File: src/rtl/core/jgc_pkg.sv
// jgc_pkg: shared types, direction and action codes for the joystick classifier
// no dependencies; imported by every module of the block
`default_nettype none

package jgc_pkg;

  typedef logic [2:0] dir_t;
  typedef logic [2:0] action_t;

  localparam dir_t DIR_NONE   = 3'd0;
  localparam dir_t DIR_UP     = 3'd1;
  localparam dir_t DIR_DOWN   = 3'd2;
  localparam dir_t DIR_LEFT   = 3'd3;
  localparam dir_t DIR_RIGHT  = 3'd4;
  localparam dir_t DIR_CENTER = 3'd5;

  localparam action_t ACT_NONE   = 3'd0;
  localparam action_t ACT_PREV   = 3'd1;
  localparam action_t ACT_NEXT   = 3'd2;
  localparam action_t ACT_LEFT   = 3'd3;
  localparam action_t ACT_RIGHT  = 3'd4;
  localparam action_t ACT_SELECT = 3'd5;
  localparam action_t ACT_MENU   = 3'd6;
  localparam action_t ACT_BACK   = 3'd7;

  // configuration register indexes
  typedef logic [1:0] cfg_idx_t;
  localparam cfg_idx_t REG_LONG_PRESS = 2'd0;
  localparam cfg_idx_t REG_DEBOUNCE   = 2'd1;
  localparam cfg_idx_t REG_COOLDOWN   = 2'd2;
  localparam cfg_idx_t REG_LOCK_WIN   = 2'd3;

  localparam int unsigned CFG_DATA_W = 16;

  typedef struct packed {
    logic [15:0] long_press_ms;
    logic [9:0]  debounce_ms;
    logic [9:0]  cooldown_ms;
    logic [9:0]  lock_window_ms;
  } cfg_t;

  localparam logic [15:0] LONG_PRESS_RST = 16'd1000;
  localparam logic [9:0]  DEBOUNCE_RST   = 10'd50;
  localparam logic [9:0]  COOLDOWN_RST   = 10'd80;
  localparam logic [9:0]  LOCK_WIN_RST   = 10'd30;

  function automatic action_t click_action(input dir_t dir);
    action_t act;
    begin
      case (dir)
        DIR_UP:     act = ACT_PREV;
        DIR_DOWN:   act = ACT_NEXT;
        DIR_LEFT:   act = ACT_LEFT;
        DIR_RIGHT:  act = ACT_RIGHT;
        DIR_CENTER: act = ACT_SELECT;
        default:    act = ACT_NONE;
      endcase
      return act;
    end
  endfunction

endpackage

`default_nettype wire

File: src/rtl/core/jgc_cfg_regs.sv
// jgc_cfg_regs: the four timing registers behind the configuration write channel
// depends on jgc_pkg
`default_nettype none

module jgc_cfg_regs (
  input  wire                             clk,
  input  wire                             rst_n,
  input  wire                             wr_en,
  input  wire jgc_pkg::cfg_idx_t          wr_index,
  input  wire [jgc_pkg::CFG_DATA_W-1:0]   wr_data,
  output jgc_pkg::cfg_t                   cfg
);
  import jgc_pkg::*;

  cfg_t cfg_r;

  always_ff @(posedge clk) begin
    if (!rst_n) begin
      cfg_r.long_press_ms  <= LONG_PRESS_RST;
      cfg_r.debounce_ms    <= DEBOUNCE_RST;
      cfg_r.cooldown_ms    <= COOLDOWN_RST;
      cfg_r.lock_window_ms <= LOCK_WIN_RST;
    end else if (wr_en) begin
      case (wr_index)
        REG_LONG_PRESS: cfg_r.long_press_ms  <= wr_data[15:0];
        REG_DEBOUNCE:   cfg_r.debounce_ms    <= wr_data[9:0];
        REG_COOLDOWN:   cfg_r.cooldown_ms    <= wr_data[9:0];
        REG_LOCK_WIN:   cfg_r.lock_window_ms <= wr_data[9:0];
        default: ;
      endcase
    end
  end

  assign cfg = cfg_r;

endmodule

`default_nettype wire

File: src/rtl/core/jgc_tracker.sv
// jgc_tracker: press, lock, long-press and cooldown state with the per-poll decision
// depends on jgc_pkg
`default_nettype none

module jgc_tracker (
  input  wire                     clk,
  input  wire                     rst_n,
  input  wire                     step,
  input  wire [31:0]              now_ms,
  input  wire jgc_pkg::dir_t      direction,
  input  wire jgc_pkg::cfg_t      cfg,
  output jgc_pkg::action_t        action,
  output logic                    stick_active
);
  import jgc_pkg::*;

  logic        press_active_r, press_active_nxt;
  logic [31:0] press_start_r, press_start_nxt;
  logic        long_sent_r, long_sent_nxt;
  dir_t        locked_dir_r, locked_dir_nxt;
  logic [31:0] cooldown_until_r, cooldown_until_nxt;
  logic        cooldown_valid_r, cooldown_valid_nxt;

  dir_t        dir_clean;
  dir_t        dir_masked;
  logic [31:0] cd_left;
  logic        cd_masking;
  logic [31:0] held;
  logic        in_lock;
  logic        long_due;
  action_t     act;

  assign cd_left    = cooldown_until_r - now_ms;
  // still cooling down while the distance to the end is nonzero and not in the past
  assign cd_masking = cooldown_valid_r && (cd_left != 32'd0) && !cd_left[31];
  assign held       = now_ms - press_start_r;
  assign in_lock    = held < {22'd0, cfg.lock_window_ms};
  assign long_due   = held >= {16'd0, cfg.long_press_ms};

  always_comb begin
    dir_clean  = (direction > DIR_CENTER) ? DIR_NONE : direction;
    dir_masked = cd_masking ? DIR_NONE : dir_clean;

    press_active_nxt   = press_active_r;
    press_start_nxt    = press_start_r;
    long_sent_nxt      = long_sent_r;
    locked_dir_nxt     = locked_dir_r;
    cooldown_until_nxt = cooldown_until_r;
    cooldown_valid_nxt = cooldown_valid_r && cd_masking;
    act                = ACT_NONE;

    if (dir_masked != DIR_NONE) begin
      if (!press_active_r) begin
        press_active_nxt = 1'b1;
        press_start_nxt  = now_ms;
        long_sent_nxt    = 1'b0;
        locked_dir_nxt   = dir_masked;
      end else if (!long_sent_r) begin
        if (in_lock) begin
          locked_dir_nxt = dir_masked;
        end else if (long_due) begin
          if (locked_dir_r == DIR_CENTER) begin
            act           = ACT_MENU;
            long_sent_nxt = 1'b1;
          end else if (locked_dir_r == DIR_LEFT) begin
            act           = ACT_BACK;
            long_sent_nxt = 1'b1;
          end
        end
      end
    end else if (press_active_r) begin
      // release: click only for a debounced press without a long press
      if ((held >= {22'd0, cfg.debounce_ms}) && !long_sent_r) begin
        act = click_action(locked_dir_r);
      end
      press_active_nxt   = 1'b0;
      long_sent_nxt      = 1'b0;
      locked_dir_nxt     = DIR_NONE;
      cooldown_until_nxt = now_ms + {22'd0, cfg.cooldown_ms};
      cooldown_valid_nxt = 1'b1;
    end
  end

  always_ff @(posedge clk) begin
    if (!rst_n) begin
      press_active_r   <= 1'b0;
      press_start_r    <= 32'd0;
      long_sent_r      <= 1'b0;
      locked_dir_r     <= DIR_NONE;
      cooldown_until_r <= 32'd0;
      cooldown_valid_r <= 1'b0;
    end else if (step) begin
      press_active_r   <= press_active_nxt;
      press_start_r    <= press_start_nxt;
      long_sent_r      <= long_sent_nxt;
      locked_dir_r     <= locked_dir_nxt;
      cooldown_until_r <= cooldown_until_nxt;
      cooldown_valid_r <= cooldown_valid_nxt;
    end
  end

  assign action       = act;
  assign stick_active = (dir_masked != DIR_NONE);

  a_long_needs_press: assert property (@(posedge clk) disable iff (!rst_n)
    long_sent_r |-> press_active_r)
    else $error("long press flag set without an active press");

  a_locked_dir_idle: assert property (@(posedge clk) disable iff (!rst_n)
    !press_active_r |-> (locked_dir_r == DIR_NONE))
    else $error("locked direction left over after release");

  a_locked_dir_held: assert property (@(posedge clk) disable iff (!rst_n)
    press_active_r |-> (locked_dir_r != DIR_NONE))
    else $error("active press with no locked direction");

  a_long_action_src: assert property (@(posedge clk) disable iff (!rst_n)
    (step && (act == ACT_MENU || act == ACT_BACK)) |=> long_sent_r)
    else $error("long press action without marking it sent");

  a_release_cooldown: assert property (@(posedge clk) disable iff (!rst_n)
    (step && press_active_r && !stick_active) |=> (cooldown_valid_r && !press_active_r))
    else $error("release did not start the cooldown");

endmodule

`default_nettype wire

File: src/rtl/core/joystick_gesture_classifier.sv
// joystick_gesture_classifier: top level, input beat register, tracker, result register
// depends on jgc_pkg, jgc_cfg_regs, jgc_tracker
//
// channel | direction | payload
// --------+-----------+------------------------------------------------
// in_     | slave     | tdata[31:0] now_ms, [34:32] direction
// out_    | master    | tdata[2:0] action, [3] stick_active
// cfg_    | slave     | cfg_index 0..3, cfg_data[15:0], always ready
//
// one poll per cycle sustained while out_tready stays high; a beat is held in the input
// register, then its result is loaded into the output register when the result register
// is free or being drained. the tracker state updates in the same edge that loads the result.
// out_tready low holds the result and backs up into in_tready, no beat is lost.
// rst_n is synchronous; it clears control state and loads the register defaults.
`default_nettype none

module joystick_gesture_classifier (
  input  wire                            clk,
  input  wire                            rst_n,
  input  wire                            in_tvalid,
  output logic                           in_tready,
  input  wire [39:0]                     in_tdata,   // [31:0] now_ms, [34:32] direction
  output logic                           out_tvalid,
  input  wire                            out_tready,
  output logic [7:0]                     out_tdata,  // [2:0] action, [3] stick_active
  input  wire                            cfg_valid,
  output logic                           cfg_ready,
  input  wire jgc_pkg::cfg_idx_t         cfg_index,
  input  wire [jgc_pkg::CFG_DATA_W-1:0]  cfg_data
);
  import jgc_pkg::*;

  logic        in_valid_r;
  logic [31:0] now_r;
  dir_t        dir_r;
  logic        out_valid_r;
  action_t     action_r;
  logic        active_r;

  logic        step;
  cfg_t        cfg;
  action_t     action;
  logic        stick_active;

  // the held beat moves on when the result register is free or being drained
  assign step      = in_valid_r && (!out_valid_r || out_tready);
  assign in_tready = !in_valid_r || step;
  assign cfg_ready = 1'b1;

  always_ff @(posedge clk) begin
    if (!rst_n) begin
      in_valid_r <= 1'b0;
    end else if (in_tready) begin
      in_valid_r <= in_tvalid;
    end
  end

  always_ff @(posedge clk) begin
    if (in_tready && in_tvalid) begin
      now_r <= in_tdata[31:0];
      dir_r <= in_tdata[34:32];
    end
  end

  jgc_cfg_regs u_cfg (
    .clk      (clk),
    .rst_n    (rst_n),
    .wr_en    (cfg_valid && cfg_ready),
    .wr_index (cfg_index),
    .wr_data  (cfg_data),
    .cfg      (cfg)
  );

  jgc_tracker u_trk (
    .clk          (clk),
    .rst_n        (rst_n),
    .step         (step),
    .now_ms       (now_r),
    .direction    (dir_r),
    .cfg          (cfg),
    .action       (action),
    .stick_active (stick_active)
  );

  always_ff @(posedge clk) begin
    if (!rst_n) begin
      out_valid_r <= 1'b0;
    end else if (step) begin
      out_valid_r <= 1'b1;
    end else if (out_tready) begin
      out_valid_r <= 1'b0;
    end
  end

  always_ff @(posedge clk) begin
    if (step) begin
      action_r <= action;
      active_r <= stick_active;
    end
  end

  assign out_tvalid = out_valid_r;
  assign out_tdata  = {4'd0, active_r, action_r};

endmodule

`default_nettype wire
File: config.mk
export PLATFORM = sky130hd
export DESIGN_NAME = joystick_gesture_classifier
export DESIGN_NICKNAME = d
export VERILOG_FILES = /design/src/rtl/core/jgc_pkg.sv /design/src/rtl/core/jgc_cfg_regs.sv /design/src/rtl/core/jgc_tracker.sv /design/src/rtl/core/joystick_gesture_classifier.sv
export SDC_FILE = /design/constraint.sdc
export NUM_CORES = 1
export LEC_CHECK = 0
export ABC_AREA = 1
export BUFFER_PORTS_ARGS = -buffer_cell sky130_fd_sc_hd__buf_2
export CORE_ASPECT_RATIO = 0.8
export CORE_UTILIZATION = 40
export CTS_CLUSTER_SIZE = 40
export DETAILED_ROUTE_END_ITERATION = 8
export GPL_ROUTABILITY_DRIVEN = 0
export PLACE_DENSITY = 0.64
export SYNTH_ARGS = -nofsm -noshare
export SYNTH_HDL_FRONTEND = slang
export SYNTH_SLANG_ARGS = --single-unit
File: constraint.sdc
create_clock -name clk -period 3 [get_ports clk]
set_input_delay 0 -clock clk [delete_from_list [all_inputs] [get_ports clk]]
set_output_delay 0 -clock clk [all_outputs]
set_load 0.02 [all_outputs]
* Word level (Yosys, flattened, before mapping)
Cells that the tools add are included.
Word-level totals: bits in registers 157, bits of input ports 63, output and inout port bits 11, word-level logic and storage cells 90
Cells by class: $add $sub $neg 3, magnitude comparators 4, equal/unequal tests 10, mux-type cells 30, bitwise logic cells 2, reduce and logical (&&, ||, !) cells 25
Operators with widths (number):
- $sub 32x32->32 | 2
- $mux 3 | 16
- $add 32x10->32 | 1
- $ge 32x10->1 | 1
- $ge 32x16->1 | 1
- $lt 32x10->1 | 1
- $reduce_bool 32->1 | 1
- $pmux 3 s5 | 1
- $mux 1 | 13
- $reduce_and 2->1 | 5
- $eq 3x2->1 const B | 2
- $eq 3x3->1 const B | 2
- $logic_and 1x1->1 | 6
- $ne 3x3->1 const B | 2
- $reduce_and 3->1 | 2
- $eq 2x2->1 const B | 2
- $logic_not 1->1 | 4
- $reduce_and 4->1 | 1
- $reduce_bool 2->1 | 2
- $eq 3x1->1 const B | 1
- $gt 3x3->1 const B | 1
- $reduce_bool 3->1 | 1
- $eq 2x1->1 const B | 1
- $logic_not 2->1 | 1
- 2 further kinds | 4

* Longest topological paths before layout
Gate-level depths: netlist of run 1.
word-level depth 9, depth in mapped cells 26, gate-level depth less buffers 25

* Cells and area by module
A second synthesis of run 1 with hierarchy kept.
Second synthesis, totals: cell total of the unflattened synthesis 1960, area, all modules 12609.6 um^2
Modules (own cells, without submodules):
- jgc_tracker | times used 1, cells an instance 1628, area an instance 9280.2 um^2, sequential area each 1401.3 um^2
- jgc_cfg_regs | times used 1, cells an instance 272, area an instance 2010.7 um^2, sequential area each 920.9 um^2
- joystick_gesture_classifier | times used 1, cells an instance 60, area an instance 1318.8 um^2, sequential area each 1211.2 um^2

* Worst setup path after synthesis of run 1
No wires, ideal clock.
path type reg-to-reg, start reg now_r[0], end reg action_r[1] (data pin), library setup time 254 ps, arrival 2840 ps, data required time 2746 ps, path slack -94 ps, stages on the path, launching flop included 19, path buffers 0, period minus slack after synthesis 3094 ps, cell sequence edfxtp_1 -> inv_1 -> ha_1 -> fa_1 -> inv_1 -> nand3_1 -> nand2_1 -> a21oi_1 -> o21ai_0 -> xor2_1 -> ha_1 -> nand4_1 -> nor2_1 -> a211oi_1 -> nand4_1 -> nand3_1 -> nor2_1 -> nand2_1 -> nand2_1
Between the ends: word-level cells in the longest chain between the ends 7, elaborated cells on any way between the ends 19, those cells by class add/sub (2); order compare (3); mux (8); reduce/logical (6)
RTL lines:
- from (decl) | line joystick_gesture_classifier.sv:34 | logic [31:0] now_r;
- from (signal assigned) | line joystick_gesture_classifier.sv:60 | now_r <= in_tdata[31:0];
- $sub 32x32->32, on equally long branches | line jgc_tracker.sv:36, jgc_tracker.sv:33
- $ge 32x16->1 or $reduce_bool 32->1 (tied branches) | line jgc_tracker.sv:38, jgc_tracker.sv:35
- $mux 3 or $logic_and 1x1->1 (tied branches) | line jgc_tracker.sv:61, jgc_tracker.sv:35
- $mux 3 or $logic_and 1x1->1 (tied branches) | line jgc_tracker.sv:59, jgc_tracker.sv:35
- $mux 3, on equally long branches | line jgc_tracker.sv:58, jgc_tracker.sv:42
- $mux 3 or $reduce_bool 3->1 (tied branches) | line jgc_tracker.sv:53, jgc_tracker.sv:52
- $mux 3 * | line jgc_tracker.sv:52 | if (dir_masked != DIR_NONE) begin
- via action[1] | line joystick_gesture_classifier.sv:42 | action_t action;
- to (signal assigned) | line joystick_gesture_classifier.sv:97 | action_r <= action;
- to (decl) | line joystick_gesture_classifier.sv:37 | action_t action_r;
Mark *: on every way through the listed nets, which the timed path passes. The rest lies on a longest branch. A chain may end at the register's enable or synchronous reset.

* Final worst setup path of run 1
start reg now_r[5], end reg action_r[2] (data pin)
The elaborated chain is that of the path after synthesis.

==> results.md, run 1 <==
* Latest clock arrival within the worst-skew pair at 0.46 ns
* Pwr per Cell Area at 403 nW/um2
* RSZ-0062 raised after global routing: true
* Worst-case reg-to-reg path depth at 19
* Clock sinks at 157
* DR DRC count at 0
* Vias in the first global route at 12200
* Cell mode on critical path: nand2_1
* Critical-path top delay cell: edfxtp_1
* Largest net degree at the start of global routing at 40
* First-pass GRT wire length at 60.2 mm
* Initial antenna violation count at 0
* Arrival time worst endpoint at 3.48 ns
* Layout Cells excl Fill at 2631
* Setup Viol. Count Final at 72
* Sequential area share after synthesis at 29.4%
* Final ANT Viol Nets at 0
* Vias at 13100
* Setup TNS at -14.77 ns
* Skew final at 0.00945 ns
* Synth warn at 0
* Most frequent cells in the layout: 430 x nand2_1, 297 x inv_1, 253 x buf_4
* Rows at 56
* Worst path required time at 3.21 ns
* 1st-iter DRT viols at 781
* Crit share post-route at 109%
* Post-route setup slack at -0.267 ns
* Drt total wl at 38.8 mm
* Synth Flop Type: dfxtp_1
* Failing checks: setup timing
* Core area at 29400 um2
* WHS Path Cells at 4
* Crit end category: flop
* Synth area leader: dfxtp_1
* Maximum clock path buffer count at 2
* Die area at 30700 um2
* Post-Syn Area at 12000 um2
* N_diodes at 0
* Actual slew at the worst max-slew pin at 0.847 ns
* Nets at 2414
* Crit Path Category: reg -> reg
* Fraction of layout cells with a size suffix above 1 at 24.8%
* CTS buffer count at 17
* HPWL Detailed at 28.7 mm
* Crit-path cells: ha_1 -> buf_4 -> nand2_1 -> nand2_1 -> a21oi_4 -> xor2_2 -> ha_1 -> nand2_1 -> inv_2 -> o21ai_2 -> nand2_1 -> o31ai_2 -> nand2_1 -> a21oi_2 -> nand3_1 -> nand2_2 -> nor2_1 -> nand3_1 -> nand2_1
* Fmax at 0.306 GHz
* H-Tree Depth at 4
* Top cell type's share of synthesized area at 19.7%
* Final Critical Period at 3.27 ns
* Placed Cells at 2508
* Wire length per cell at 14.7 um
* Buffers on Ports at 63
* CP max FO at 4
* Most common cell after layout, fill and taps aside: nand2_1
* CTS Root Cell: clkbuf_16
* Status: finished, violations left
* Slowest cell delay on critical path at 0.48 ns
* First-pass iteration count of the detailed router at 6
* Avg Vias per Cell at 4.98
* Die width at 196 um
* Ys async rst share at 0%
* Count of cell types in the netlist at 48
* Grt total ovfl at 0
* Startpoint types: flop
* Syn avg cell area at 6.46 um2
* Fin. Hold Viols at 0
* Hold crit path type: in -> reg
* GRT Util Overall at 24.9%
* VDD IR-drop max at 470 uV
* Area added between synthesis and finish at 41.4%
* Slew HR at 43.1%
* Max-slew violation count at 0
* Clock-pin transition on the worst setup and hold timing paths at 0.07 ns
* Post-Syn Instances at 1858
* Synth area leaders: dfxtp_1 20%, nand2_1 15%, ha_1 11%
* Die Y-Extent at 157 um
* EDFF count, synth at 39
* Starting density of the core at 40.8%
* TritonCTS clock tree: done
* Total power draw at 6.83 mW
* Synth Register Bits at 157
* Max cap viols at 0
* Leak at 8.31 nW
* I/O pins at 74
## where the power goes
group / total (mW) / switching, mW / internal, mW / leakage, nW
registers: 2.35 / 0.0737 / 2.28 / 1.34
logic: 2.22 / 1.21 / 1.01 / 6.68
clock network: 2.26 / 0.961 / 1.30 / 0.293
total: 6.83 / 2.24 / 4.59 / 8.31
## kinds of logic after synthesis
logic type,Yosys count,synth area share (%)
XOR/XNOR,47,3.43
adder cells (fa/ha/maj),110,11.7
AND/OR/NAND/NOR,888,30.3
AO/OA/AOI/OAI,298,13.5
other,2,0.0626
flip-flops,157,29.4
buffers and inverters,356,11.7
## state kept, by name, indices dropped and copies added (netlist names)
register,count
u_trk.press_start_r,32
out_tvalid,1
in_valid_r,1
active_r,1
dir_r,3
u_trk.locked_dir_r,3
u_trk.cooldown_valid_r,1
now_r,32
u_trk.long_sent_r,1
u_trk.press_active_r,1
action_r,3
u_cfg.cfg,46
u_trk.cooldown_until_r,32
## path summary, 6_finish.rpt
check	startpoint	slack, ns	endpoint
setup / recovery	now_r[5]	-0.27	action_r[2]
hold / removal	cfg_index[0]	0.01	u_cfg.cfg[14]
setup reg to reg	now_r[5]	-0.27	action_r[2]
hold reg to reg	u_cfg.cfg[26]	0.46	u_cfg.cfg[26]
## critical path: cells and delay by family, from the launching register on
| family | cells | cell delay [ns] |
|---|---|---|
| AOI/OAI and AO/OA | 4 | 0.71 |
| xor gates and xnor gates | 1 | 0.22 |
| adders and majority gates | 2 | 0.61 |
| buffers and inverters | 2 | 0.21 |
| DFF | 1 | 0.48 |
| and+or+nand+nor | 10 | 0.78 |
## cell type report
type                            count  area (um2)
Inverter                          320        1220
Tap cell                          377         472
Fill cell                        2667       12500
Sequential cell                   157        3530
Multi-Input combinational cell   1348        7880
Clock buffer                       20         468
Clock inverter                     12         135
Timing Repair Buffer              397        3270
## through the flow
stage / cell area, um2 / utilization, % / hold slack (ns) / setup WS [ns]
global placement: 14500 / 49.4 / 0.177 / -0.452
CTS: 16400 / 55.8 / 0.00192 / -0.266
finish: 17000 / 57.7 / 0.0112 / -0.267
global route: 17000 / 57.7 / 0.0389 / -0.516
detailed placement: 14500 / 49.4 / 0.178 / -0.487
floorplan: 12000 / - / 0.0989 / 0.00897
## Yosys cell counts (4+ instances only)
master and count:
o21bai_1 10, nand3_1 86, nor3_1 26, nand4_1 25, buf_4 8, ha_1 107, o21ai_0 82, o21ai_1 34
nand2_1 465, and2_1 4, o211ai_1 14, nand2_2 4, a21boi_0 4, a21o_1 5, nor2_1 260, xor2_1 40
xnor2_1 7, a21oi_1 136, buf_2 7, edfxtp_1 39, inv_2 6, dfxtp_1 118, inv_1 312, nand3b_1 6
clkbuf_1 16
## routing by layer
metal  share of wire [%]  wire [um]  global-route usage [%]  vias up
met2                  44      17100                    39.7      353
met5                   0          0                       0        -
li1                    -          -                       -     6696
met4                 2.0        770                    9.08        0
met1                  49      18900                    34.0     6005
met3                 5.1       1990                    3.77       58
## what timing repair did
| action | in CTS | in global routing |
|---|---|---|
| hold buffers | 59 | 0 |
| cloned | 4 | 5 |
| pin swaps | 29 | 27 |
| setup endpoints to repair | 74 | 74 |
| gates resized for setup | 118 | 103 |
| setup buffers | 16 | 8 |
| hold endpoints to repair | 83 | 0 |
Power figures use the tool's default switching activity.
==> inputs of run 2 (changes only) <==
--- a/config.mk
+++ b/config.mk
@@ -8,11 +8,13 @@
 export ABC_AREA = 1
 export BUFFER_PORTS_ARGS = -buffer_cell sky130_fd_sc_hd__buf_2
 export CORE_ASPECT_RATIO = 0.8
+export CORE_MARGIN = 3
 export CORE_UTILIZATION = 40
 export CTS_CLUSTER_SIZE = 40
 export DETAILED_ROUTE_END_ITERATION = 8
 export GPL_ROUTABILITY_DRIVEN = 0
 export PLACE_DENSITY = 0.64
+export SKIP_LAST_GASP = 1
 export SYNTH_ARGS = -nofsm -noshare
 export SYNTH_HDL_FRONTEND = slang
 export SYNTH_SLANG_ARGS = --single-unit
==> run 2 against run 1 <==
The run still ends with setup timing left. Final cell count fell by 0.38%. Global-route usage fell by 1.7 points. Largest cell class unchanged. Worst setup slack got worse by 0.098 ns. Clock power barely moved. Count of clock-buffer cells in the layout rose by 3.
==> results.md, run 2 (synthesized netlist as in run 1, its figures left out) <==
* Largest net degree at the start of global routing at 45 (+13%)
* Max-slew violation count at 0 (unchanged)
* 1st-iter DRT viols at 884 (+13%)
* Rows at 56 (unchanged)
* Vias in the first global route at 12100 (-0.58%)
* Most common cell after layout, fill and taps aside: nand2_1
* Internal Power at 4.64 mW (+1.0%)
* DR DRC count at 0 (unchanged)
* Setup TNS at -18.00 ns (-3.23 ns)
* Clock-pin transition on the worst setup and hold timing paths at 0.07 ns (about the same)
* Maximum clock path buffer count at 2 (unchanged)
* First-pass iteration count of the detailed router at 6 (unchanged)
* Grt total ovfl at 0 (unchanged)
* Post-route setup slack at -0.364 ns (-0.0977 ns)
* Area added between synthesis and finish at 40.7%
* Wire length per cell at 14.4 um (-2.3%)
* CTS Root Cell: clkbuf_16
* First-pass GRT wire length at 60.0 mm (-0.32%)
* Net Switching at 2.18 mW (-2.6%)
* Avg Vias per Cell at 4.95 (-0.65%)
* Leak at 8.37 nW (+0.70%)
* CP max FO at 3 (-1)
* VDD IR-drop max at 429 uV (-8.9%)
* Switching share of total power at 32.0% (-0.80 points)
* Clk network pwr share at 33.6% (+0.5 points)
* Core area at 29400 um2 (unchanged)
* I/O pins at 74 (unchanged)
* Fraction of layout cells with a size suffix above 1 at 24.4% (-0.38 points)
* Pwr per Cell Area at 404 nW/um2 (+0.30%)
* Nets at 2404 (-0.41%)
* Latest clock arrival within the worst-skew pair at 0.45 ns (about the same)
* GRT Util Overall at 23.2% (-1.7 points)
* Worst setup startpoint: now_r[15]
* Critical R2R Capture: action_r[0]
* Worst-case reg-to-reg path depth at 19 (unchanged)
* Final ANT Viol Nets at 0 (unchanged)
* Skew final at 0.00763 ns (-0.00182 ns)
* Crit-path leading delay family: simple AND/OR/NAND/NOR gates
* Die Y-Extent at 161 um (+2.5%)
* HPWL Detailed at 28.0 mm (-2.5%)
* Buffers on Ports at 63 (unchanged)
* Sequential power share at 34.5% (about the same)
* Cell mode on critical path: nand2_1
* Slew HR at 46.0% (+2.9 points)
* Starting density of the core at 40.8% (unchanged)
* Crit end category: flop
* Die area at 32100 um2 (+4.6%)
* Hold crit path type: in -> reg
* RR Startpoint: now_r[15]
* Worst path depth at 19 (unchanged)
* Die width at 200 um (+2.0%)
* Actual slew at the worst max-slew pin at 0.810 ns (-0.0374 ns)
* Crit share post-route at 112% (+3.3 points)
* Drt total wl at 37.8 mm (-2.7%)
* Fin. Hold Viols at 0 (unchanged)
* N_diodes at 0 (unchanged)
* Vias at 13000 (-1.0%)
* Setup Viol. Count Final at 73 (+1.4%)
* Arrival time worst endpoint at 3.57 ns (+0.09 ns)
* Fmax at 0.297 GHz (-2.9%)
* Failing checks: setup timing
* Crit path buf inv count at 5 (+3)
* Critical-path top delay cell: edfxtp_1
* Comb power frac at 31.9% (-0.6 points)
* Flop-to-flop setup slack at -0.36 ns (-0.10 ns)
* Max cap viols at 0 (unchanged)
* CP endpoint: action_r[0]
* Status: finished, violations left
* Final Critical Period at 3.36 ns (+0.0977 ns)
* Initial antenna violation count at 0 (unchanged)
* Crit-path cells: buf_4 -> buf_4 -> ha_1 -> buf_4 -> nand2_1 -> buf_4 -> nor3_1 -> nand2_1 -> nand3_1 -> nand2_1 -> nor2_1 -> nand2_1 -> nor2_1 -> and2_1 -> nand3_1 -> nand2_1 -> inv_1 -> nand4_1 -> nand2_1
* RSZ-0062 raised after global routing: true
* Flip-flop count of the largest register after layout at 46 (unchanged)
* Worst path required time at 3.20 ns (about the same)
* TritonCTS clock tree: done
* Final Core Density at 57.4% (-0.26 points)
* H-Tree Depth at 4 (unchanged)
* Startpoint types: flop
* Crit Path Category: reg -> reg
* Most frequent cells in the layout: 428 x nand2_1, 306 x inv_1, 244 x buf_4
* CTS buffer count at 17 (unchanged)
* Slowest cell delay on critical path at 0.48 ns (about the same)
* Clock sinks at 157 (unchanged)
==> run 2: power groups by stage <==
stage                     Sequential [mW]  Combinational [mW]  Clock (mW)
after CTS                            2.35                2.05        2.32
after global routing                 2.36                2.41        2.41
final                                2.35                2.18        2.29
after global placement               2.39                1.77           0
after detailed placement             2.39                1.80           0
after floorplan                      2.38                1.10           0
==> run 2: worst min path at each step <==
stage / startpoint / to / slack, ns / depth (start not counted)
6_report: cfg_index[0] / u_cfg.cfg[16] / 0.03 / 4
5_1_grt: cfg_index[1] / u_cfg.cfg[21] / 0.06 / 4
4_1_cts: cfg_index[1] / u_cfg.cfg[21] / 0.02 / 4
3_5_place_dp: in_tdata[4] / now_r[4] / 0.18 / 1
3_3_place_gp: in_tdata[25] / now_r[25] / 0.18 / 1
2_1_floorplan: in_tdata[32] / dir_r[0] / 0.1 / 0
==> run 2: worst min-delay path: stages <==
cell and delay (ns):
buf_2 0.10, nor2_1 0.16, nand2_1 0.10, nand3_1 0.07
==> run 2: metrics by stage <==
step	instances	instance area, um2	power, mW	hold slack [ns]	worst slack [ns]
floorplan	1861	12000	3.48	0.0989	0.00897
global placement	2495	14400	4.16	0.177	-0.479
detailed placement	2495	14400	4.19	0.178	-0.487
CTS	2610	16400	6.72	0.0182	-0.271
global route	2621	16900	7.17	0.0583	-0.614
finish	2621	16900	6.82	0.0306	-0.364
==> run 2: final cells by class <==
type	instances	area [um2]
multi-input combinational	1348	7890
clock buffer	23	478
tap	377	472
timing repair buffer	387	3160
fill	2730	12500
clock inverter	9	136
sequential	157	3530
inverter	320	1220
==> run 2: what timing repair did <==
action | 4_1_cts | 5_1_grt
endpoints found under the hold margin | 83 | 0
hold buffers | 55 | 0
resized for setup | 116 | 114
cloned | 7 | 1
buffers inserted | 21 | 13
endpoints found under the setup margin | 74 | 74
pin swaps | 27 | 42
==> run 2: routing by layer <==
layer	track usage (%)	up-vias	part of all wire, %
met3	4.45	53	5.5
li1	-	6672	-
met2	35.8	341	44
met4	6.21	0	1.8
met5	0	-	0
met1	33.2	5911	49
